--- src/rtl/hfp_pkg.sv ---
// Shared types and constants of the HPACK field representation parser.
// No dependencies; every other file of the block imports this package.
package hfp_pkg;

  // Default width of the prefix integers (index and string lengths).
  localparam int unsigned IntBitsDef = 24;

  // Width of the table index as it leaves the block.
  localparam int unsigned IdxW = 24;

  // Prefix masks of the first byte and of a string length byte.
  localparam logic [7:0] PrefIndexed = 8'h7F;
  localparam logic [7:0] PrefIncr    = 8'h3F;
  localparam logic [7:0] PrefLiteral = 8'h0F;
  localparam logic [6:0] PrefLength  = 7'h7F;

  // Continuation bytes carry seven payload bits each.
  localparam int unsigned ContBits = 7;

  typedef enum logic [1:0] {
    KIND_INDEXED  = 2'd0,
    KIND_INCR     = 2'd1,
    KIND_NO_INDEX = 2'd2,
    KIND_NEVER    = 2'd3
  } kind_e;

  typedef enum logic [1:0] {
    PART_NONE  = 2'd0,
    PART_NAME  = 2'd1,
    PART_VALUE = 2'd2,
    PART_RSVD  = 2'd3
  } part_e;

  typedef enum logic [1:0] {
    ERR_NONE        = 2'd0,
    ERR_TRUNCATED   = 2'd1,
    ERR_OVERFLOW    = 2'd2,
    ERR_UNSUPPORTED = 2'd3
  } err_e;

  // Status of one continuation byte of a prefix integer.
  typedef struct packed {
    logic done;
    logic overflow;
  } int_status_t;

  // One result of the parser.
  typedef struct packed {
    kind_e            field_kind;
    logic [IdxW-1:0]  table_index;
    part_e            string_part;
    logic             byte_present;
    logic [7:0]       string_byte;
    logic             huffman_coded;
    logic             last_of_part;
    logic             last_of_field;
    err_e             error_code;
  } result_t;

endpackage

--- src/rtl/hfp_int_cont.sv ---
// Continuation step of an HPACK prefix integer: adds seven bits at the
// current shift and checks for overflow. Depends on hfp_pkg.
module hfp_int_cont import hfp_pkg::*; #(
  parameter int unsigned INT_BITS = IntBitsDef,
  parameter int unsigned SHW      = $clog2(INT_BITS + ContBits)
) (
  input  logic [INT_BITS-1:0] acc_i,
  input  logic [SHW-1:0]      shift_i,
  input  logic [7:0]          byte_i,
  output logic [INT_BITS-1:0] acc_o,
  output logic [SHW-1:0]      shift_o,
  output int_status_t         status_o
);

  localparam int unsigned SumW = INT_BITS + ContBits;

  logic [SumW-1:0] addend;
  logic [SumW-1:0] sum;
  logic            shift_full;

  assign shift_full = (shift_i >= SHW'(INT_BITS));
  assign addend     = SumW'(byte_i[6:0]) << shift_i;
  assign sum        = SumW'(acc_i) + addend;
  assign acc_o      = sum[INT_BITS-1:0];

  always_comb begin
    status_o.overflow = shift_full || (sum[SumW-1:INT_BITS] != '0);
    status_o.done     = !byte_i[7];
    shift_o           = byte_i[7] ? (shift_i + SHW'(ContBits)) : shift_i;
  end

endmodule

--- src/rtl/hpack_field_representation_parser.sv ---
// Top level of the HPACK header field representation parser.
// Depends on hfp_pkg and hfp_int_cont.
//
// Flow: a request accepted into the input register is parsed there, and its
// result is loaded from there into the result register.
// Throughput: one request per cycle. A request that gives a result waits in the
// input register, and stalls the input, while an untaken result is held.
// Reset (rst_ni low, asynchronous): both registers empty, parser expects the
// first byte of a header field.
module hpack_field_representation_parser import hfp_pkg::*; #(
  parameter int unsigned INT_BITS = IntBitsDef
) (
  input  logic        clk_i,
  input  logic        rst_ni,
  input  logic        s_axis_tvalid,
  output logic        s_axis_tready,
  input  logic [7:0]  s_axis_tdata,   // [7:0] block_byte
  input  logic        s_axis_tlast,   // end_of_block
  output logic        m_axis_tvalid,
  input  logic        m_axis_tready,
  // [23:0] table_index, [24] byte_present, [32:25] string_byte,
  // [33] last_of_part, [35:34] error_code, [39:36] zero
  output logic [39:0] m_axis_tdata,
  // [1:0] field_kind, [3:2] string_part, [4] huffman_coded
  output logic [4:0]  m_axis_tuser,
  output logic        m_axis_tlast    // last_of_field
);

  localparam int unsigned SHW = $clog2(INT_BITS + ContBits);

  // Parse phases, one-hot.
  typedef enum logic [4:0] {
    PH_FIRST     = 5'b00001,
    PH_INDEX     = 5'b00010,
    PH_LEN_FIRST = 5'b00100,
    PH_LEN_CONT  = 5'b01000,
    PH_STRING    = 5'b10000
  } phase_e;

  // Input register.
  logic       in_valid_q, in_valid_d;
  logic [7:0] in_byte_q;
  logic       in_eob_q;

  // Parser state.
  phase_e              phase_q, phase_d;
  kind_e               kind_q, kind_d;
  logic [INT_BITS-1:0] acc_q, acc_d;
  logic [SHW-1:0]      shift_q, shift_d;
  logic [INT_BITS-1:0] held_q, held_d;
  logic [INT_BITS-1:0] left_q, left_d;
  logic                huff_q, huff_d;
  part_e               part_q, part_d;

  // Result register.
  logic    out_valid_q, out_valid_d;
  result_t out_q;
  result_t res;
  logic    have_res;

  logic s_accept;
  logic advance;
  logic res_load;

  // Continuation step of the integer that is being collected.
  logic [INT_BITS-1:0] cont_acc;
  logic [SHW-1:0]      cont_shift;
  int_status_t         cont_status;

  hfp_int_cont #(
    .INT_BITS (INT_BITS),
    .SHW      (SHW)
  ) u_int_cont (
    .acc_i    (acc_q),
    .shift_i  (shift_q),
    .byte_i   (in_byte_q),
    .acc_o    (cont_acc),
    .shift_o  (cont_shift),
    .status_o (cont_status)
  );

  // One parse step on the byte in the input register. A result is made at
  // most once per byte; kind, index and Huffman flag never change after it
  // within the same step, so they are taken from the next-state values.
  always_comb begin
    logic [7:0]          b;
    logic [7:0]          pref;
    logic [7:0]          v8;
    logic                idx_done;
    logic                len_done;
    logic [INT_BITS-1:0] int_val;
    err_e                err;

    b        = in_byte_q;
    pref     = '0;
    v8       = '0;
    idx_done = 1'b0;
    len_done = 1'b0;
    int_val  = '0;
    err      = ERR_NONE;

    phase_d = phase_q;
    kind_d  = kind_q;
    acc_d   = acc_q;
    shift_d = shift_q;
    held_d  = held_q;
    left_d  = left_q;
    huff_d  = huff_q;
    part_d  = part_q;

    have_res          = 1'b0;
    res               = '0;

    unique case (phase_q)
      PH_FIRST: begin
        part_d  = PART_NONE;
        huff_d  = 1'b0;
        held_d  = '0;
        acc_d   = '0;
        shift_d = '0;
        priority if (b[7]) begin
          kind_d = KIND_INDEXED;
          pref   = PrefIndexed;
        end else if (b[6]) begin
          kind_d = KIND_INCR;
          pref   = PrefIncr;
        end else if (b[5]) begin
          // Dynamic table size update is not supported here.
          kind_d = KIND_INDEXED;
          err    = ERR_UNSUPPORTED;
        end else begin
          kind_d = b[4] ? KIND_NEVER : KIND_NO_INDEX;
          pref   = PrefLiteral;
        end
        if (err == ERR_NONE) begin
          v8 = b & pref;
          if (v8 == pref) begin
            acc_d   = INT_BITS'(v8);
            phase_d = PH_INDEX;
          end else begin
            idx_done = 1'b1;
            int_val  = INT_BITS'(v8);
          end
        end
      end
      PH_INDEX: begin
        if (cont_status.overflow) begin
          err = ERR_OVERFLOW;
        end else begin
          acc_d   = cont_acc;
          shift_d = cont_shift;
          if (cont_status.done) begin
            idx_done = 1'b1;
            int_val  = cont_acc;
          end
        end
      end
      PH_LEN_FIRST: begin
        huff_d  = b[7];
        acc_d   = INT_BITS'(b[6:0]);
        shift_d = '0;
        if (b[6:0] == PrefLength) begin
          phase_d = PH_LEN_CONT;
        end else begin
          len_done = 1'b1;
          int_val  = INT_BITS'(b[6:0]);
        end
      end
      PH_LEN_CONT: begin
        if (cont_status.overflow) begin
          err = ERR_OVERFLOW;
        end else begin
          acc_d   = cont_acc;
          shift_d = cont_shift;
          if (cont_status.done) begin
            len_done = 1'b1;
            int_val  = cont_acc;
          end
        end
      end
      PH_STRING: begin
        left_d               = left_q - INT_BITS'(1);
        have_res             = 1'b1;
        res.string_part      = part_q;
        res.byte_present     = 1'b1;
        res.string_byte      = b;
        if (left_q == INT_BITS'(1)) begin
          res.last_of_part  = 1'b1;
          res.last_of_field = (part_q == PART_VALUE);
          if (part_q == PART_NAME) begin
            part_d  = PART_VALUE;
            phase_d = PH_LEN_FIRST;
          end else begin
            phase_d = PH_FIRST;
          end
        end
      end
      default: begin
        phase_d = PH_FIRST;
      end
    endcase

    // The index is complete: an indexed field ends here, a literal goes on
    // to its name string (new name) or straight to its value string.
    if (idx_done) begin
      if (kind_d == KIND_INDEXED) begin
        if (int_val == '0) begin
          err = ERR_UNSUPPORTED;
        end else begin
          held_d             = int_val;
          have_res           = 1'b1;
          res.string_part    = PART_NONE;
          res.last_of_field  = 1'b1;
          phase_d            = PH_FIRST;
        end
      end else begin
        held_d  = int_val;
        part_d  = (int_val == '0) ? PART_NAME : PART_VALUE;
        phase_d = PH_LEN_FIRST;
      end
    end

    // The string length is complete; an empty string gives one empty result.
    if (len_done) begin
      left_d = int_val;
      if (int_val == '0) begin
        have_res          = 1'b1;
        res.string_part   = part_d;
        res.last_of_part  = 1'b1;
        res.last_of_field = (part_d == PART_VALUE);
        if (part_d == PART_NAME) begin
          part_d  = PART_VALUE;
          phase_d = PH_LEN_FIRST;
        end else begin
          phase_d = PH_FIRST;
        end
      end else begin
        phase_d = PH_STRING;
      end
    end

    // Errors replace any result; a block that ends inside a field marks the
    // result of this byte, or an empty one, as truncated.
    if (err != ERR_NONE) begin
      have_res          = 1'b1;
      res               = '0;
      res.string_part   = part_d;
      res.last_of_field = 1'b1;
      res.error_code    = err;
      phase_d           = PH_FIRST;
    end else if (in_eob_q && (phase_d != PH_FIRST)) begin
      if (!have_res) begin
        res.string_part = part_d;
      end
      have_res          = 1'b1;
      res.last_of_field = 1'b1;
      res.error_code    = ERR_TRUNCATED;
      phase_d           = PH_FIRST;
    end

    res.field_kind    = kind_d;
    res.table_index   = IdxW'(held_d);
    res.huffman_coded = huff_d;
  end

  // Handshakes: a byte that gives no result never waits for the output.
  assign advance       = in_valid_q && (!have_res || !out_valid_q || m_axis_tready);
  assign res_load      = advance && have_res;
  assign s_axis_tready = !in_valid_q || advance;
  assign s_accept      = s_axis_tvalid && s_axis_tready;

  always_comb begin
    in_valid_d = in_valid_q;
    if (s_accept) begin
      in_valid_d = 1'b1;
    end else if (advance) begin
      in_valid_d = 1'b0;
    end
    out_valid_d = out_valid_q;
    if (res_load) begin
      out_valid_d = 1'b1;
    end else if (m_axis_tready) begin
      out_valid_d = 1'b0;
    end
  end

  always_ff @(posedge clk_i or negedge rst_ni) begin
    if (!rst_ni) begin
      in_valid_q  <= 1'b0;
      out_valid_q <= 1'b0;
      phase_q     <= PH_FIRST;
      kind_q      <= KIND_INDEXED;
      acc_q       <= '0;
      shift_q     <= '0;
      held_q      <= '0;
      left_q      <= '0;
      huff_q      <= 1'b0;
      part_q      <= PART_NONE;
    end else begin
      in_valid_q  <= in_valid_d;
      out_valid_q <= out_valid_d;
      if (advance) begin
        phase_q <= phase_d;
        kind_q  <= kind_d;
        acc_q   <= acc_d;
        shift_q <= shift_d;
        held_q  <= held_d;
        left_q  <= left_d;
        huff_q  <= huff_d;
        part_q  <= part_d;
      end
    end
  end

  // Payload registers.
  always_ff @(posedge clk_i) begin
    if (s_accept) begin
      in_byte_q <= s_axis_tdata;
      in_eob_q  <= s_axis_tlast;
    end
    if (res_load) begin
      out_q <= res;
    end
  end

  assign m_axis_tvalid = out_valid_q;
  assign m_axis_tlast  = out_q.last_of_field;
  assign m_axis_tuser  = {out_q.huffman_coded, out_q.string_part, out_q.field_kind};
  assign m_axis_tdata  = {4'b0000, out_q.error_code, out_q.last_of_part,
                          out_q.string_byte, out_q.byte_present, out_q.table_index};

  // Every error result closes its field.
  a_err_closes_field: assert property (@(posedge clk_i) disable iff (!rst_ni)
    res_load && (res.error_code != ERR_NONE) |-> res.last_of_field)
    else $error("error result without last_of_field");

  // After an error result the parser expects a new field.
  a_err_restarts: assert property (@(posedge clk_i) disable iff (!rst_ni)
    res_load && (res.error_code != ERR_NONE) |=> (phase_q == PH_FIRST))
    else $error("parser did not restart after an error");

  // A string byte always belongs to a name or value string.
  a_byte_has_part: assert property (@(posedge clk_i) disable iff (!rst_ni)
    res_load && res.byte_present |->
      (res.string_part == PART_NAME) || (res.string_part == PART_VALUE))
    else $error("string byte outside a string");

  // A string in progress always has bytes left.
  a_string_left: assert property (@(posedge clk_i) disable iff (!rst_ni)
    (phase_q == PH_STRING) |-> (left_q != '0))
    else $error("string phase with no bytes left");

  // A name string byte never ends the field unless the block was cut short.
  a_name_not_last: assert property (@(posedge clk_i) disable iff (!rst_ni)
    res_load && (res.string_part == PART_NAME) && (res.error_code == ERR_NONE)
      |-> !res.last_of_field)
    else $error("name string ended a field");

endmodule

--- config.mk ---
export PLATFORM = sky130hd
export DESIGN_NAME = hpack_field_representation_parser
export DESIGN_NICKNAME = d
export VERILOG_FILES = /design/src/rtl/hfp_pkg.sv /design/src/rtl/hfp_int_cont.sv /design/src/rtl/hpack_field_representation_parser.sv
export SDC_FILE = /design/constraint.sdc
export NUM_CORES = 1
export LEC_CHECK = 0
export ABC_AREA = 1
export ABC_CLOCK_PERIOD_IN_PS = 6130
export BUFFER_PORTS_ARGS = -buffer_cell sky130_fd_sc_hd__buf_4
export CAP_MARGIN = 10
export CORE_ASPECT_RATIO = 1.1
export CORE_MARGIN = 3
export CORE_UTILIZATION = 47
export DETAILED_ROUTE_END_ITERATION = 10
export GPL_TIMING_DRIVEN = 1
export HOLD_SLACK_MARGIN = 0.12
export PLACE_DENSITY = 0.75
export SLEW_MARGIN = 30
export SYNTH_ARGS = -nofsm -noshare
export SYNTH_HDL_FRONTEND = slang
export SYNTH_HIERARCHICAL = 1
export SYNTH_SLANG_ARGS = --single-unit
--- constraint.sdc ---
create_clock -name clk_i -period 6.13 [get_ports clk_i]
set_clock_uncertainty 0.2 [all_clocks]
set_input_delay 1.226 -clock clk_i [delete_from_list [all_inputs] [get_ports clk_i]]
set_output_delay 1.226 -clock clk_i [all_outputs]
set_load 0.05 [all_outputs]
Word level (Yosys, flattened, before mapping)
Cells that the tools add are included.

storage, ports and cells
  register bits = 140
  bits in latches = 0
  bits in writable memories = 0
  bits in read-only memories = 0
  input bits = 13
  output and inout bits = 48
  word-level logic and storage cells = 169
  memories = 0

cells by class
  add/subtract/negate cells = 3
  $mul = 0
  div/mod/pow operators = 0
  $lt $le $gt $ge = 1
  equality and inequality tests = 15
  shift-type cells = 1
  mux-type cells = 98
  bitwise logic cells = 2
  reductions and logical operators = 28

operators with widths
  kind                   count
  $mux 24                9
  $pmux 24 s3            2
  $mux 2                 33
  $mux 5                 13
  $mux 8                 5
  $add 24x31->31         1
  $shl 7x5->31           1
  $eq 24x1->1 const B    1
  $logic_not 24->1       1
  $sub 24x1->24 const B  1
  $mux 1                 22
  $pmux 5 s4             1
  $mux 7                 2
  $mux 11                1
  $pmux 5 s2             1
  $reduce_bool 2->1      5
  $and 8x8->8            1
  $eq 8x8->1             1
  $pmux 2 s2             2
  $reduce_or 2->1        4
  $eq 7x7->1 const B     1
  $reduce_bool 7->1      1
  $mux 3                 2
  $mux 6                 1
  other kinds (23)       36

Logic depth before layout (Yosys ltp)
  depth in word-level cells = 28
  mapped depth = 43
  depth with buffers taken out = 39

Cells and area by module
The synthesis kept the hierarchy.

by module, submodules not included
  module                             times used  cells an instance  area each (µm²)  sequential area each (µm²)
  hpack_field_representation_parser  1           984                7753.7           3759.9
  hfp_int_cont                       1           416                2257.2           0.0

Least setup slack after synthesis
No wires, ideal clock.

  kind = register to output
  from = reg shift_q[2]
  to = out s_axis_tready
  arrival time = 4.419 ns
  data required time = 4.704 ns
  setup slack = 0.285 ns
  cell stages (with the launch flop) = 31
  buffers on the path = 3
  cells stage by stage = dfrtp_1 > buf_2 > inv_2 > buf_2 > nor3_1 > a31oi_1 > or2_2 > nor2_1 > ha_1 > a21o_1 > a21oi_1 > o21bai_1 > nand2_1 > nand3_1 > nand3b_1 > nor2_1 > nand2_1 > nand2_1 > nand3_1 > clkbuf_1 > nor3_1 > o21ai_0 > nand2_1 > nor2_1 > nand2_1 > nor2_2 > nand2_4 > a21oi_2 > nand3_4 > nand3_4 > nand3_1

RTL lines
  what                    RTL line                                  RTL
  from (decl)             hpack_field_representation_parser.sv:49   logic [SHW-1:0] shift_q, shift_d;
  from (signal assigned)  hpack_field_representation_parser.sv:306  shift_q <= shift_d;
  to (decl)               hpack_field_representation_parser.sv:16   output logic s_axis_tready,

==> summary.txt <==
Status
  • Outcome: complete, but fails checks
  • Violated checks: setup timing

Placed design
  • Pre-CTS setup slack: -133 ps
  • Global placer's final weighted congestion: 0.955
  • Port Buffer Count: 56
  • Post-DP HPWL: ~22000 um
  • Placed Area: 11500 um^2

Floorplan
  • Starting Density: about half
  • Die height: approximately 160 um
  • Site Rows: 55
  • Core area: approximately 21000 um^2
  • Die area: 23100 um^2
  • # IOs: 61
  • Die width: 145 um

Worst setup path
  • Worst R2R Setup Slack: 250 ps
  • CP Class: flop to primary output
  • Critical Path RT: between 4000 and 5000 ps
  • CP max stage delay: 410 ps
  • Worst Path Max Fanout: 7
  • CP arrival: approximately 5200 ps
  • CP endpoint kind: primary output
  • Critical-path top delay cell: dfrtp_2
  • Most common cell on crit path: nand2_1
  • Critical Path Start Type: flop

Clocking
  • Clock buffer depth: 2
  • CTS tree: yes
  • Clock root cell: clkbuf_16
  • Clock transition at the registers of the reported paths: roughly 70 ps
  • Post-CTS Hold Fix Bufs: 0
  • Num Clock Sinks: 140
  • TritonCTS buffer count: 17
  • H-tree lvl count: 4
  • Worst skew pair latency: between 400 and 500 ps

Synthesis
  • Largest family of logic cells by synthesized area: simple AND/OR/NAND/NOR gates
  • Number of synthesized flops with an enable pin: just over 50
  • Ys flop type: dfrtp_1
  • Post-synthesis simple-gate area fraction: 36.9%
  • Number of distinct library cells after synthesis: 55
  • Cell taking the most area after synthesis: dfrtp_1
  • Synth Instances: between 1000 and 1500
  • Compound-gate portion of the synthesized area: 9.61%
  • Multiplexer share of the synthesized area: 0.100%
  • Mapped Avg Cell Area: between 7 and 8 um^2
  • Synth Register Bits: between 100 and 150
  • Cell Area, Synth: around 10000 um^2
  • Top cells by area, synth: dfrtp_1 (22%), edfxtp_1 (15%), nand2_1 (15%)
  • Register area share after synthesis: between 30 and 40%
  • Synth top area share: 22.0%
  • Ys async rst share: 63.6%
  • Synth Area in Adders: roughly 3.7%
  • Post-synthesis xor/xnor area fraction: just over 3%
  • Yosys warns: 6

Global route
  • Met1 Use GR: around a third
  • First-pass GRT wire length: 48800 um
  • Initial antenna violation count: 0
  • GR Overflow Total: 0
  • Vias in the first global route: 9760
  • GRT Util Overall: 25.5%
  • Global Route met3 Usage: about 4.1%
  • GR Layer Usage met2: between 40 and 50%
  • Largest net degree at the start of global routing: between 80 and 90
  • Most utilized layer in the global route result: met2

Power
  • Peak VDD IR: approximately 0.00026 V
  • Pleak: ~0.0063 uW
  • Cell Pwr Density: between 400 and 500 nW/um^2

Timing
  • Relative slew slack: ~33%
  • Final min period: around 6600 ps
  • Final Hold Vio Count: 0
  • Worst-Margin Slew: 1010 ps
  • Max Slew Vio Count: 0
  • Fmax: around 150 MHz
  • Unrepaired setup endpoints after global routing: yes
  • Final setup vio count: 1
  • Crit share post-route: 108%
  • Final worst slack: -469 ps

Drt
  • DRT iter0 DRCs: 1043
  • Vias: about 10000
  • DRC viols: 0
  • Wirelength per Cell: approximately 16 um
  • DR pass1 iterations: 6
  • Routed vias/inst: 5.58
  • Antenna violation net count after detailed routing: 0
  • Routed WL: 30700 um

Cells and area
  • Area Growth Syn to Fin: 30.5%
  • Commonest non-fill, non-tap cells in the layout: nand2_1 (377), buf_4 (218), nor2_1 (124), nand3_1 (115), inv_1 (110)
  • Share of cells above drive strength 1: 27.6%
  • Fin nets: 1623
  • Post-route cell area: 13100 um^2
  • Ant. Diodes: 0
  • Most common cell after layout, fill and taps aside: nand2_1
  • Fin util: a little over three fifths
  • Fillers: about 1700

Run
  • Max Cap Viol: 0

Worst hold path
  • HP Class: flop to flop
[cells in the mapped netlist, types with 26 or more instances]
master and instances:
a21oi_1 40, clkbuf_1 28, dfrtp_1 88, edfxtp_1 51, ha_1 28, inv_1 116
nand2_1 396, nand3_1 131, nand4_1 66, nor2_1 147, nor3_1 28, o21ai_0 70
xor2_1 26
[through the flow]
| stage | total power (uW) | instances | hold WS, ps | TNS [ps] |
|---|---|---|---|---|
| floorplan | 3590 | 1403 | 237 | 0 |
| global placement | 4410 | 1823 | 253 | -64.8 |
| detailed placement | 4460 | 1823 | 258 | -133 |
| CTS | 5570 | 1862 | 273 | -345 |
| global route | 6050 | 1879 | 287 | -2160 |
| finish | 5720 | 1879 | 273 | -469 |
[critical path: cells and delay by family, from the launching register on]
family                     cells  cell delay, ps
AOI/OAI and AO/OA              4             570
buffers and inverters          7             850
and+or+nand+nor               24            2630
DFF                            1             410
adders and majority gates      1             270
[flip-flops by register name, indices dropped and copies added (netlist names), 5 cells and up]
name and count:
m_axis_tdata 36, acc_q 24, held_q 24, left_q 24
in_byte_q 8, m_axis_tuser 5, phase_q 5, shift_q 5
[worst paths after layout]
path,to,cells after the start,startpoint
setup / recovery,s_axis_tready,36,shift_q[0]$_DFFE_PN0P_
hold / removal,held_q[23]$_DFFE_PN0P_,2,held_q[23]$_DFFE_PN0P_
setup reg to reg,shift_q[0]$_DFFE_PN0P_,40,shift_q[0]$_DFFE_PN0P_
hold reg to reg,held_q[23]$_DFFE_PN0P_,2,held_q[23]$_DFFE_PN0P_
max in group asynchronous,left_q[22]$_DFFE_PN0P_,2,rst_ni
min in group asynchronous,kind_q[1]$_DFFE_PN0P_,1,rst_ni
[logic make-up after synthesis]
logic type	Yosys count
simple gates	822
buf+inv	200
compound gates	172
flops	140
xor+xnor	35
fa+ha+maj	29
other cells	1
mux	1
[power breakdown]
part	internal [uW]	leakage (uW)	switching [uW]
Combinational	1020	0.00436	2180
Clock	612	0.000282	412
Sequential	1330	0.00170	163
Total	2960	0.00634	2760
[timing repair]
item	CTS	global route
pin swaps	17	59
gates cloned	1	1
setup endpoints to repair	1	132
setup buffers	6	17
resized for setup	52	123
[cell type report]
class	instances	area (um^2)	area share [%]
multi-input cells	1063	6060	46.4
flip-flops and latches	140	3760	28.8
repair buffers	229	1810	13.8
clock buffers	19	443	3.39
clock inverters	13	141	1.08
well taps	285	357	2.73
inverters	130	493	3.77
[layer usage]
metal | routed length (um) | up-vias | share of wire, %
met3 | 2070 | 76 | 6.7
met1 | 12800 | 4923 | 42
met5 | 0 | - | 0
li1 | - | 5016 | -
met2 | 14900 | 477 | 48
met4 | 962 | 0 | 3.1
Note: power is estimated with default switching activity, not from simulation.
